## src/rtl/core/tga_rle_pixel_decoder_assert.svh

```systemverilog
// Assertion macros for the TGA pixel decoder, empty when synthesized.
`ifndef TGA_RLE_PIXEL_DECODER_ASSERT_SVH
`define TGA_RLE_PIXEL_DECODER_ASSERT_SVH
`ifndef SYNTHESIS
`define TGA_ASSERT(label, prop, msg) \
   label: assert property (@(posedge clock) disable iff (reset) prop) else $error(msg);
`define TGA_ASSERT_ALWAYS(label, prop, msg) \
   label: assert property (@(posedge clock) prop) else $error(msg);
`else
`define TGA_ASSERT(label, prop, msg)
`define TGA_ASSERT_ALWAYS(label, prop, msg)
`endif
`endif

```

## src/rtl/core/tga_pkg.sv

```systemverilog
// Shared types and constants of the TGA pixel decoder.
package tga_pkg;
   localparam logic [7:0] TYPE_RAW = 8'd2;
   localparam logic [7:0] TYPE_RLE = 8'd10;
   localparam logic [7:0] BPP_24   = 8'd24;
   localparam logic [7:0] BPP_32   = 8'd32;

   localparam logic [1:0] CSR_IMAGE_TYPE   = 2'd0;
   localparam logic [1:0] CSR_BITS_PER_PIX = 2'd1;
   localparam logic [1:0] CSR_IMAGE_WIDTH  = 2'd2;
   localparam logic [1:0] CSR_IMAGE_HEIGHT = 2'd3;

   localparam int QUEUE_DEPTH_DEF = 4;

   typedef struct packed {
      logic [7:0]  image_type;
      logic [7:0]  bits_per_pixel;
      logic [15:0] image_width;
      logic [15:0] image_height;
   } cfg_type;

   // one unit of work for the back end: a pixel and its repeat count
   typedef struct packed {
      logic        fmt_err;
      logic [7:0]  count;
      logic [23:0] pixel;
   } job_type;

   typedef struct packed {
      logic full;
      logic empty;
   } qstat_type;
endpackage

```

## src/rtl/core/tga_if.sv

```systemverilog
// Valid/ready channel interfaces for the byte input and the pixel output.
interface tga_req_if;
   logic       valid;
   logic       ready;
   logic [7:0] data_byte;
   modport source (output valid, output data_byte, input ready);
   modport sink (input valid, input data_byte, output ready);
endinterface

interface tga_rsp_if;
   logic        valid;
   logic        ready;
   logic [23:0] pixel_a;
   logic [23:0] pixel_b;
   logic [23:0] pixel_c;
   logic [23:0] pixel_d;
   logic [2:0]  pixels_valid;
   logic        run_last;
   logic        image_done;
   logic        overflow;
   logic        format_error;
   modport source (output valid, output pixel_a, output pixel_b, output pixel_c,
                   output pixel_d, output pixels_valid, output run_last,
                   output image_done, output overflow, output format_error,
                   input ready);
   modport sink (input valid, input pixel_a, input pixel_b, input pixel_c,
                 input pixel_d, input pixels_valid, input run_last,
                 input image_done, input overflow, input format_error,
                 output ready);
endinterface

```

## src/rtl/core/tga_rle_pixel_decoder.sv

```systemverilog
// TGA truecolor pixel decoder top level: config registers, front end, job queue, expander.
// A byte is taken every cycle while the job queue has room; a finished pixel passes through
// the job queue, the expander's job registers and its registered outputs to reach the pins.
// The expander loads each pixel job while idle and emits it up to four pixels a beat, with
// one beat even when no pixel is kept; input stalls once the queue fills.
// Synchronous active-high reset clears stream state and loads type 2, 24 bpp, 0 x 0.
`include "tga_rle_pixel_decoder_assert.svh"
module tga_rle_pixel_decoder #(
   parameter int QUEUE_DEPTH = tga_pkg::QUEUE_DEPTH_DEF
) (
   input  logic        clock,
   input  logic        reset,
   tga_req_if.sink     req_chan,
   tga_rsp_if.source   rsp_chan,
   input  logic        csr_wr_en,
   input  logic [1:0]  csr_index,
   input  logic [15:0] csr_wr_data
);
   import tga_pkg::*;

   cfg_type   cfg_ff, cfg_in;
   qstat_type qstat;
   job_type   front_job;
   job_type   head_job;
   logic      front_push;
   logic      back_pop;

   always_comb begin
      cfg_in = cfg_ff;
      if (csr_wr_en) begin
         unique case (csr_index)
            CSR_IMAGE_TYPE:   cfg_in.image_type = csr_wr_data[7:0];
            CSR_BITS_PER_PIX: cfg_in.bits_per_pixel = csr_wr_data[7:0];
            CSR_IMAGE_WIDTH:  cfg_in.image_width = csr_wr_data;
            CSR_IMAGE_HEIGHT: cfg_in.image_height = csr_wr_data;
            default:          cfg_in = cfg_ff;
         endcase
      end
   end

   always_ff @(posedge clock) begin
      if (reset) begin
         cfg_ff.image_type <= TYPE_RAW;
         cfg_ff.bits_per_pixel <= BPP_24;
         cfg_ff.image_width <= 16'd0;
         cfg_ff.image_height <= 16'd0;
      end else begin
         cfg_ff <= cfg_in;
      end
   end

   tga_front u_front (
      .clock    (clock),
      .reset    (reset),
      .cfg      (cfg_ff),
      .req_chan (req_chan),
      .qstat    (qstat),
      .push     (front_push),
      .job      (front_job)
   );

   tga_queue #(
      .DEPTH (QUEUE_DEPTH)
   ) u_queue (
      .clock   (clock),
      .reset   (reset),
      .push    (front_push),
      .job_in  (front_job),
      .pop     (back_pop),
      .job_out (head_job),
      .qstat   (qstat)
   );

   tga_back u_back (
      .clock    (clock),
      .reset    (reset),
      .cfg      (cfg_ff),
      .job      (head_job),
      .qstat    (qstat),
      .pop      (back_pop),
      .rsp_chan (rsp_chan)
   );

   `TGA_ASSERT_ALWAYS(a_push_room, front_push |-> !qstat.full, "job pushed into full queue")
   `TGA_ASSERT(a_pop_nonempty, back_pop |-> !qstat.empty, "job popped from empty queue")
   `TGA_ASSERT(a_done_last, rsp_chan.valid && rsp_chan.image_done |-> rsp_chan.run_last && rsp_chan.pixels_valid != 3'd0, "image done without final pixels")
   `TGA_ASSERT(a_fmt_clean, rsp_chan.valid && rsp_chan.format_error |-> rsp_chan.pixels_valid == 3'd0 && !rsp_chan.overflow && rsp_chan.run_last, "format error beat carries data")
endmodule

```

## src/rtl/core/tga_front.sv

```systemverilog
// Byte front end: packet parsing, pixel assembly and job generation.
module tga_front (
   input  logic               clock,
   input  logic               reset,
   input  tga_pkg::cfg_type   cfg,
   tga_req_if.sink            req_chan,
   input  tga_pkg::qstat_type qstat,
   output logic               push,
   output tga_pkg::job_type   job
);
   import tga_pkg::*;

   logic [7:0]  rem_ff, rem_in;
   logic        rep_ff, rep_in;
   logic [1:0]  bip_ff, bip_in;
   logic [23:0] asm_ff, asm_in;

   logic        accept;
   logic        fmt_bad;
   logic [1:0]  last_idx;
   logic [23:0] asm_take;
   logic        take_done;
   logic [1:0]  bip_take;
   logic [7:0]  data;

   assign req_chan.ready = !qstat.full;
   assign accept = req_chan.valid && req_chan.ready;
   assign data = req_chan.data_byte;

   assign fmt_bad = !(cfg.bits_per_pixel == BPP_24 || cfg.bits_per_pixel == BPP_32) ||
                    !(cfg.image_type == TYPE_RAW || cfg.image_type == TYPE_RLE);
   assign last_idx = (cfg.bits_per_pixel == BPP_32) ? 2'd3 : 2'd2;

   // bytes arrive B, G, R (, A); alpha is dropped
   always_comb begin
      asm_take = asm_ff;
      case (bip_ff)
         2'd0: asm_take[7:0]   = data;
         2'd1: asm_take[15:8]  = data;
         2'd2: asm_take[23:16] = data;
         default: asm_take = asm_ff;
      endcase
   end

   assign take_done = bip_ff >= last_idx;
   assign bip_take  = take_done ? 2'd0 : bip_ff + 2'd1;

   always_comb begin
      rem_in = rem_ff;
      rep_in = rep_ff;
      bip_in = bip_ff;
      asm_in = asm_ff;
      push = 1'b0;
      job.fmt_err = 1'b0;
      job.count = 8'd1;
      job.pixel = asm_take;
      if (accept) begin
         if (fmt_bad) begin
            push = 1'b1;
            job.fmt_err = 1'b1;
         end else if (cfg.image_type == TYPE_RAW) begin
            asm_in = asm_take;
            bip_in = bip_take;
            push = take_done;
         end else if (rem_ff == 8'd0) begin
            // packet header
            rem_in = {1'b0, data[6:0]} + 8'd1;
            rep_in = data[7];
            bip_in = 2'd0;
         end else begin
            asm_in = asm_take;
            bip_in = bip_take;
            if (take_done) begin
               push = 1'b1;
               if (rep_ff) begin
                  job.count = rem_ff;
                  rem_in = 8'd0;
               end else begin
                  rem_in = rem_ff - 8'd1;
               end
            end
         end
      end
   end

   always_ff @(posedge clock) begin
      if (reset) begin
         rem_ff <= 8'd0;
         rep_ff <= 1'b0;
         bip_ff <= 2'd0;
         asm_ff <= 24'd0;
      end else begin
         rem_ff <= rem_in;
         rep_ff <= rep_in;
         bip_ff <= bip_in;
         asm_ff <= asm_in;
      end
   end
endmodule

```

## src/rtl/core/tga_queue.sv

```systemverilog
// Short job queue between the front end and the run expander.
module tga_queue #(
   parameter int DEPTH = tga_pkg::QUEUE_DEPTH_DEF
) (
   input  logic               clock,
   input  logic               reset,
   input  logic               push,
   input  tga_pkg::job_type   job_in,
   input  logic               pop,
   output tga_pkg::job_type   job_out,
   output tga_pkg::qstat_type qstat
);
   import tga_pkg::*;

   localparam int PTR_W = $clog2(DEPTH);
   localparam int CNT_W = $clog2(DEPTH + 1);

   job_type            slot_ff [DEPTH];
   logic [PTR_W-1:0]   wr_ptr_ff, wr_ptr_in;
   logic [PTR_W-1:0]   rd_ptr_ff, rd_ptr_in;
   logic [CNT_W-1:0]   cnt_ff, cnt_in;

   assign qstat.full  = cnt_ff == CNT_W'(DEPTH);
   assign qstat.empty = cnt_ff == '0;
   assign job_out = slot_ff[rd_ptr_ff];

   always_comb begin
      wr_ptr_in = wr_ptr_ff;
      rd_ptr_in = rd_ptr_ff;
      cnt_in = cnt_ff;
      if (push) begin
         wr_ptr_in = (wr_ptr_ff == PTR_W'(DEPTH - 1)) ? '0 : wr_ptr_ff + 1'b1;
      end
      if (pop) begin
         rd_ptr_in = (rd_ptr_ff == PTR_W'(DEPTH - 1)) ? '0 : rd_ptr_ff + 1'b1;
      end
      if (push && !pop) begin
         cnt_in = cnt_ff + 1'b1;
      end else if (pop && !push) begin
         cnt_in = cnt_ff - 1'b1;
      end
   end

   always_ff @(posedge clock) begin
      if (push) begin
         slot_ff[wr_ptr_ff] <= job_in;
      end
   end

   always_ff @(posedge clock) begin
      if (reset) begin
         wr_ptr_ff <= '0;
         rd_ptr_ff <= '0;
         cnt_ff <= '0;
      end else begin
         wr_ptr_ff <= wr_ptr_in;
         rd_ptr_ff <= rd_ptr_in;
         cnt_ff <= cnt_in;
      end
   end
endmodule

```

## src/rtl/core/tga_back.sv

```systemverilog
// Run expander: clips jobs to the image size and emits up to four pixels a beat.
module tga_back (
   input  logic               clock,
   input  logic               reset,
   input  tga_pkg::cfg_type   cfg,
   input  tga_pkg::job_type   job,
   input  tga_pkg::qstat_type qstat,
   output logic               pop,
   tga_rsp_if.source          rsp_chan
);
   import tga_pkg::*;

   localparam logic ST_IDLE = 1'b0;
   localparam logic ST_EMIT = 1'b1;

   logic        state_ff, state_in;
   logic [31:0] total_ff;
   logic [31:0] written_ff, written_in;
   logic        finished_ff, finished_in;
   logic [7:0]  left_ff, left_in;
   logic [23:0] pix_ff, pix_in;
   logic        drop_ff, drop_in;
   logic        fmt_ff, fmt_in;

   logic        rsp_valid_ff, rsp_valid_in;
   logic [23:0] rsp_pix_ff, rsp_pix_in;
   logic [2:0]  rsp_cnt_ff, rsp_cnt_in;
   logic        rsp_last_ff, rsp_last_in;
   logic        rsp_done_ff, rsp_done_in;
   logic        rsp_ovf_ff, rsp_ovf_in;
   logic        rsp_fmt_ff, rsp_fmt_in;

   logic [31:0] total_prod;
   logic [31:0] room;
   logic [7:0]  valid_n;
   logic [2:0]  k;
   logic [7:0]  left_next;
   logic [31:0] sum;
   logic        out_free;

   assign total_prod = 32'(cfg.image_width) * 32'(cfg.image_height);
   assign room = (!finished_ff && written_ff < total_ff) ? total_ff - written_ff : 32'd0;
   assign valid_n = (room > {24'd0, job.count}) ? job.count : room[7:0];
   assign k = (left_ff > 8'd4) ? 3'd4 : left_ff[2:0];
   assign left_next = left_ff - {5'd0, k};
   assign sum = written_ff + {29'd0, k};
   assign out_free = !rsp_valid_ff || rsp_chan.ready;

   always_comb begin
      state_in = state_ff;
      written_in = written_ff;
      finished_in = finished_ff;
      left_in = left_ff;
      pix_in = pix_ff;
      drop_in = drop_ff;
      fmt_in = fmt_ff;
      pop = 1'b0;
      rsp_valid_in = rsp_valid_ff && !rsp_chan.ready;
      rsp_pix_in = rsp_pix_ff;
      rsp_cnt_in = rsp_cnt_ff;
      rsp_last_in = rsp_last_ff;
      rsp_done_in = rsp_done_ff;
      rsp_ovf_in = rsp_ovf_ff;
      rsp_fmt_in = rsp_fmt_ff;
      unique case (state_ff)
         ST_IDLE: begin
            if (!qstat.empty) begin
               pop = 1'b1;
               pix_in = job.pixel;
               fmt_in = job.fmt_err;
               left_in = job.fmt_err ? 8'd0 : valid_n;
               drop_in = !job.fmt_err && (valid_n < job.count);
               state_in = ST_EMIT;
            end
         end
         ST_EMIT: begin
            if (out_free) begin
               rsp_valid_in = 1'b1;
               rsp_pix_in = pix_ff;
               rsp_cnt_in = k;
               rsp_last_in = left_next == 8'd0;
               rsp_done_in = !fmt_ff && k != 3'd0 && left_next == 8'd0 && sum == total_ff;
               rsp_ovf_in = drop_ff;
               rsp_fmt_in = fmt_ff;
               written_in = sum;
               left_in = left_next;
               if (rsp_done_in) begin
                  finished_in = 1'b1;
               end
               if (left_next == 8'd0) begin
                  state_in = ST_IDLE;
               end
            end
         end
         default: state_in = ST_IDLE;
      endcase
   end

   assign rsp_chan.valid = rsp_valid_ff;
   assign rsp_chan.pixel_a = (rsp_cnt_ff >= 3'd1) ? rsp_pix_ff : 24'd0;
   assign rsp_chan.pixel_b = (rsp_cnt_ff >= 3'd2) ? rsp_pix_ff : 24'd0;
   assign rsp_chan.pixel_c = (rsp_cnt_ff >= 3'd3) ? rsp_pix_ff : 24'd0;
   assign rsp_chan.pixel_d = (rsp_cnt_ff >= 3'd4) ? rsp_pix_ff : 24'd0;
   assign rsp_chan.pixels_valid = rsp_cnt_ff;
   assign rsp_chan.run_last = rsp_last_ff;
   assign rsp_chan.image_done = rsp_done_ff;
   assign rsp_chan.overflow = rsp_ovf_ff;
   assign rsp_chan.format_error = rsp_fmt_ff;

   always_ff @(posedge clock) begin
      total_ff <= total_prod;
      pix_ff <= pix_in;
      drop_ff <= drop_in;
      fmt_ff <= fmt_in;
      rsp_pix_ff <= rsp_pix_in;
      rsp_cnt_ff <= rsp_cnt_in;
      rsp_last_ff <= rsp_last_in;
      rsp_done_ff <= rsp_done_in;
      rsp_ovf_ff <= rsp_ovf_in;
      rsp_fmt_ff <= rsp_fmt_in;
   end

   always_ff @(posedge clock) begin
      if (reset) begin
         state_ff <= ST_IDLE;
         written_ff <= 32'd0;
         finished_ff <= 1'b0;
         left_ff <= 8'd0;
         rsp_valid_ff <= 1'b0;
      end else begin
         state_ff <= state_in;
         written_ff <= written_in;
         finished_ff <= finished_in;
         left_ff <= left_in;
         rsp_valid_ff <= rsp_valid_in;
      end
   end
endmodule
```

## src/flat_wrapper.sv

```systemverilog
// flat-port wrapper written by rule: the top's interface ports become plain ports
module tga_rle_pixel_decoder_flat import tga_pkg::*;
#(
   parameter int QUEUE_DEPTH = tga_pkg::QUEUE_DEPTH_DEF
)
  (clock, reset, csr_wr_en, csr_index, csr_wr_data, req_chan_valid, req_chan_data_byte, req_chan_ready, rsp_chan_valid, rsp_chan_pixel_a, rsp_chan_pixel_b, rsp_chan_pixel_c, rsp_chan_pixel_d, rsp_chan_pixels_valid, rsp_chan_run_last, rsp_chan_image_done, rsp_chan_overflow, rsp_chan_format_error, rsp_chan_ready);
  tga_req_if req_chan_i ();
  tga_rsp_if rsp_chan_i ();
  input  logic clock;
  input  logic reset;
  input  logic csr_wr_en;
  input  logic [1:0] csr_index;
  input  logic [15:0] csr_wr_data;
  input wire logic [$bits(req_chan_i.valid)-1:0] req_chan_valid;
  input wire logic [$bits(req_chan_i.data_byte)-1:0] req_chan_data_byte;
  output wire logic [$bits(req_chan_i.ready)-1:0] req_chan_ready;
  output wire logic [$bits(rsp_chan_i.valid)-1:0] rsp_chan_valid;
  output wire logic [$bits(rsp_chan_i.pixel_a)-1:0] rsp_chan_pixel_a;
  output wire logic [$bits(rsp_chan_i.pixel_b)-1:0] rsp_chan_pixel_b;
  output wire logic [$bits(rsp_chan_i.pixel_c)-1:0] rsp_chan_pixel_c;
  output wire logic [$bits(rsp_chan_i.pixel_d)-1:0] rsp_chan_pixel_d;
  output wire logic [$bits(rsp_chan_i.pixels_valid)-1:0] rsp_chan_pixels_valid;
  output wire logic [$bits(rsp_chan_i.run_last)-1:0] rsp_chan_run_last;
  output wire logic [$bits(rsp_chan_i.image_done)-1:0] rsp_chan_image_done;
  output wire logic [$bits(rsp_chan_i.overflow)-1:0] rsp_chan_overflow;
  output wire logic [$bits(rsp_chan_i.format_error)-1:0] rsp_chan_format_error;
  input wire logic [$bits(rsp_chan_i.ready)-1:0] rsp_chan_ready;
  assign req_chan_i.valid = req_chan_valid;
  assign req_chan_i.data_byte = req_chan_data_byte;
  assign req_chan_ready = req_chan_i.ready;
  assign rsp_chan_valid = rsp_chan_i.valid;
  assign rsp_chan_pixel_a = rsp_chan_i.pixel_a;
  assign rsp_chan_pixel_b = rsp_chan_i.pixel_b;
  assign rsp_chan_pixel_c = rsp_chan_i.pixel_c;
  assign rsp_chan_pixel_d = rsp_chan_i.pixel_d;
  assign rsp_chan_pixels_valid = rsp_chan_i.pixels_valid;
  assign rsp_chan_run_last = rsp_chan_i.run_last;
  assign rsp_chan_image_done = rsp_chan_i.image_done;
  assign rsp_chan_overflow = rsp_chan_i.overflow;
  assign rsp_chan_format_error = rsp_chan_i.format_error;
  assign rsp_chan_i.ready = rsp_chan_ready;
  tga_rle_pixel_decoder #(.QUEUE_DEPTH(QUEUE_DEPTH)) u_core (.clock(clock), .reset(reset), .req_chan(req_chan_i), .rsp_chan(rsp_chan_i), .csr_wr_en(csr_wr_en), .csr_index(csr_index), .csr_wr_data(csr_wr_data));
endmodule
```

## config.mk

```make
export PLATFORM = sky130hd
export DESIGN_NAME = tga_rle_pixel_decoder_flat
export DESIGN_NICKNAME = d
export VERILOG_FILES = /design/src/rtl/core/tga_pkg.sv /design/src/rtl/core/tga_if.sv /design/src/rtl/core/tga_rle_pixel_decoder.sv /design/src/rtl/core/tga_front.sv /design/src/rtl/core/tga_queue.sv /design/src/rtl/core/tga_back.sv /design/src/flat_wrapper.sv
export VERILOG_INCLUDE_DIRS = /design/src /design/src/rtl/core
export SDC_FILE = /design/constraint.sdc
export NUM_CORES = 1
export LEC_CHECK = 0
export BUFFER_PORTS_ARGS = -buffer_cell sky130_fd_sc_hd__buf_2
export CORE_MARGIN = 10
export CORE_UTILIZATION = 45
export CTS_BUF_LIST = sky130_fd_sc_hd__clkbuf_8 sky130_fd_sc_hd__clkbuf_16
export DETAILED_ROUTE_END_ITERATION = 10
export PLACE_DENSITY = 0.6
export SLEW_MARGIN = 0
export SYNTH_ARGS = -nofsm -noshare
export SYNTH_HDL_FRONTEND = slang
export SYNTH_SLANG_ARGS = --single-unit
```

## constraint.sdc

```tcl
create_clock -name clock -period 7.39 [get_ports clock]
set_input_delay 0.739 -clock clock [delete_from_list [all_inputs] [get_ports clock]]
set_output_delay 0.739 -clock clock [all_outputs]
set_load 0.1 [all_outputs]
```

==> impl_results.md <==
* Endpoint with the worst hold slack: u_core.u_back.rsp_pix_ff[0]$_DFFE_PP_
* Part of the Yosys area used for sequential elements at 35.07%
* Final setup skew at 0.02407 ns
* Post-synth net total at ~3000
* Final WL at approximately 65 mm
* Worst vdd ir at 0.5011 mV
* Initial Utilization at 45.53%
* Number of antenna violations at the first check in global routing at 0
* Placed wire-length estimate after detailed placement at 48.09 mm
* Leak Pwr at 12.08 nW
* Clock sink count at about 360
* Clock tree root buffer cell: sky130_fd_sc_hd__clkbuf_16
* Critical path, cell by cell: nand2_1 > fa_1 > inv_1 > fa_1 > inv_1 > fa_1 > inv_1 > fa_1 > inv_1 > fa_1 > inv_1 > fa_1 > ha_1 > and3_1 > a311oi_1 > a21oi_1 > o31ai_1 > and2_1 > o211ai_1 > a2111oi_0 > nor3b_1
* Hold-fix buffers, CTS at 0
* Kind of start point of the critical path: register
* Outcome: finished, final reports clean
* Final hold vios at 0
* Seq. cell area at 9020 um^2
* Final period util at 93.21%
* Post-detailed-route DRC marker count at 0
* Count of antenna-violating nets left after detailed routing at 0
* R2R cell count at 21
* Cell family contributing the most delay on the critical path: adder cells
* Number of enable-type register cells in the synthesized netlist at 189
* Leading register cell type out of synthesis: sky130_fd_sc_hd__edfxtp_1
* Worst reg2reg endpoint: u_core.u_back.total_ff[31]$_DFF_P_
* Total CTS buffers at 40
* Cell at the slowest stage of the critical path: sky130_fd_sc_hd__dfxtp_1
* Cells after DPL at 3408
* Yosys reg bits at 356
* WHS Path Cells at 0
* Required time worst endpoint at 7.82 ns
* WL per Instance at 18.55 um
* Slew margin rel. at 27.02%
* Routability congestion estimate from global placement at 0.8790
* Pwr Density at 307.1 nW/um^2
* Total core area at 56500 um^2
* Mapped Cells at 2600
* CTS clock-pin slew for the worst setup and hold paths at 0.06 ns
* Fill count at just over 5000
* PortBufs at 135
* Die outline height at about 260 um
* Wire length of the first global-routing pass at 104.2 mm
* Max Slew Vio Count at 0
* FP Rows at 87
* Antenna diode count at 0
* Number of different library cells in the post-synthesis netlist at 84
* Vias per std cell at 5.348
* Final non-filler cell total at 3481
* Nets at 3089
* Min-delay src: u_core.u_back.pix_ff[0]$_DFFE_PP_
* DR vias at 18620
* Pre-Repair DR Iteration Count at 7
* Clock insertion delay at the later pin of the skew report at 0.57 ns
* Crit path arrival time at 7.31 ns
* Count of final setup violators at 0
* Die ar. at 67120 um^2
* Width of the die at 259.1 um
* Power consumption at approximately 0.0088 W
* Delay of the slowest critical-path stage at around 0.91 ns
* Category of the worst setup path capture point: register
* Maximum count of clock buffers along a single path at 3
* Post-placement worst setup slack at 0.5025 ns
* FF-to-FF Start: u_core.cfg_ff[28]$_SDFFE_PP0P_
* Most frequent standard cell in the layout excluding fill and tap cells: sky130_fd_sc_hd__nand2_1
* Total negative setup slack at 0 ns
* TritonCTS clock tree: done
* Crit path from: u_core.cfg_ff[28]$_SDFFE_PP0P_
* Final core utilization at 50.46%
* H-tree depth reported by CTS at 2
* Crit Path Category: register to register
* Leading cell types in the layout, fill and taps excluded: sky130_fd_sc_hd__nand2_1 (356), sky130_fd_sc_hd__inv_1 (294), sky130_fd_sc_hd__fa_1 (197), sky130_fd_sc_hd__edfxtp_1 (189), sky130_fd_sc_hd__ha_1 (167)
* Synthesis-to-finish area growth at 10.83%
* Total overflow reported by the global router at 0
* Max-cap violations at 0
* Synthesized area per cell at around 10 um^2
* Share of synthesized registers carrying an async set or reset at 0%
* RSZ-0062 raised after global routing: no
* Largest net degree at the start of global routing at between 60 and 70
* Gr usage total at 19.22%
* Fin crit period at ~6.9 ns
* Crit path setup slack, layout at 0.5016 ns
* Buffers plus inverters on the worst setup path at 5
* Largest fanout of any net on the critical path at 17
* Fraction of layout cells with a size suffix above 1 at 11.71%
* Actual slew at the worst max-slew pin at 1.095 ns
* Number of global-route vias before repair at 18900
* Io pins at 136
* Kind of path behind the tightest hold check: register to register
* Yosys Warn Count at 0
* Most common cell on crit path: sky130_fd_sc_hd__fa_1
* Setup slack of the most critical reg-to-reg path at 0.50 ns
* Initial drt markers at 1318
* Netlist area before placement at 25720 um^2
* Multi-input combinational cell area at 15180 um^2
* Max frequency at 145.2 MHz
-- kinds of logic after synthesis --
logic type | Yosys count | share of synthesized area, %
flops | 356 | 35.07
simple gates | 900 | 17.44
buf+inv | 404 | 5.969
other cells | 1 | 0.01458
compound gates | 367 | 8.956
mux | 86 | 4.943
fa+ha+maj | 364 | 23.46
xor+xnor | 122 | 4.154
-- routing by layer --
layer / vias to the layer above / track usage, % / share of wire, %
met5: - / 0 / 0
li1: 8910 / - / -
met3: 84 / 2.877 / 5.9
met1: 9109 / 27.29 / 47
met2: 514 / 30.53 / 45
met4: 0 / 4.346 / 1.8
-- cells in the mapped netlist (30+ instances only) --
cell	number	area [um^2]
sky130_fd_sc_hd__a21oi_1	146	730.7
sky130_fd_sc_hd__and2_1	151	944.7
sky130_fd_sc_hd__clkbuf_1	98	367.9
sky130_fd_sc_hd__dfxtp_1	167	3343
sky130_fd_sc_hd__edfxtp_1	189	5675
sky130_fd_sc_hd__fa_1	197	3944
sky130_fd_sc_hd__ha_1	167	2090
sky130_fd_sc_hd__inv_1	289	1085
sky130_fd_sc_hd__mux4_2	30	675.7
sky130_fd_sc_hd__nand2_1	356	1336
sky130_fd_sc_hd__nand3_1	43	215.2
sky130_fd_sc_hd__nor2_1	113	424.2
sky130_fd_sc_hd__nor2b_1	80	500.5
sky130_fd_sc_hd__nor3_1	42	210.2
sky130_fd_sc_hd__o21ai_0	61	305.3
sky130_fd_sc_hd__xnor2_1	81	709.4
sky130_fd_sc_hd__xor2_1	41	359.1
-- registers in the layout, indices dropped and copies added (netlist names), 2 cells and up, named ones only --
register / cells
u_core.cfg_ff: 48
u_core.u_back.left_ff: 8
u_core.u_back.pix_ff: 24
u_core.u_back.rsp_chan.pixels_valid: 3
u_core.u_back.rsp_pix_ff: 24
u_core.u_back.total_ff: 32
u_core.u_back.written_ff: 32
u_core.u_front.asm_ff: 24
u_core.u_front.bip_ff: 2
u_core.u_front.rem_ff: 8
u_core.u_queue.cnt_ff: 3
u_core.u_queue.rd_ptr_ff: 2
u_core.u_queue.slot_ff: 132
u_core.u_queue.wr_ptr_ff: 2
-- power by group --
group	switching [W]	total (W)	internal [W]	leakage (nW)
clock	0.000836	0.00206	0.00122	0.686
sequential	0.000195	0.00262	0.00243	3.12
combinational	0.00314	0.00407	0.000931	8.28
total	0.00417	0.00875	0.00458	12.1
-- timing repair --
action                                 in CTS  in global routing
endpoints found under the hold margin       0                  0
gates resized for setup                     0                  2
setup endpoints to repair                   0                  1
setup buffers                               0                  0
-- per-stage QoR --
step	hold slack, ns	area, um^2
final	0.4174	28500
after CTS	0.4026	28500
after global routing	0.4260	28500
after detailed placement	0.4045	27140
after global placement	0.4019	27140
after floorplan	0.4003	25720
-- worst max-delay path by stage --
stage | end | slack, ns | cells after the start
after floorplan | u_core.u_back.total_ff[31]$_DFF_P_ | 1.28 | 23
after global placement | u_core.u_back.drop_ff$_DFFE_PP_ | 0.66 | 30
after detailed placement | u_core.u_back.total_ff[31]$_DFF_P_ | 0.50 | 21
after CTS | u_core.u_back.drop_ff$_DFFE_PP_ | 0.44 | 28
after global routing | u_core.u_back.drop_ff$_DFFE_PP_ | 0.00005 | 28
final | u_core.u_back.total_ff[31]$_DFF_P_ | 0.50 | 21
-- area by class of cell --
type | instances | area share [%]
Clock buffer | 44 | 3.744
Clock inverter | 29 | 1.036
Inverter | 291 | 3.832
Multi-Input combinational cell | 1840 | 53.26
Sequential cell | 356 | 31.64
Tap cell | 756 | 3.318
Timing Repair Buffer | 165 | 3.169
-- worst register-to-register path: cells and delay by family, from the launching register on --
kind,cells,cell delay [ns]
compound gates,5,1.45
fa+ha+maj,7,3.38
buf+inv,5,0.25
flops,1,0.91
simple gates,4,0.77
(Power assumes the default switching activity.)
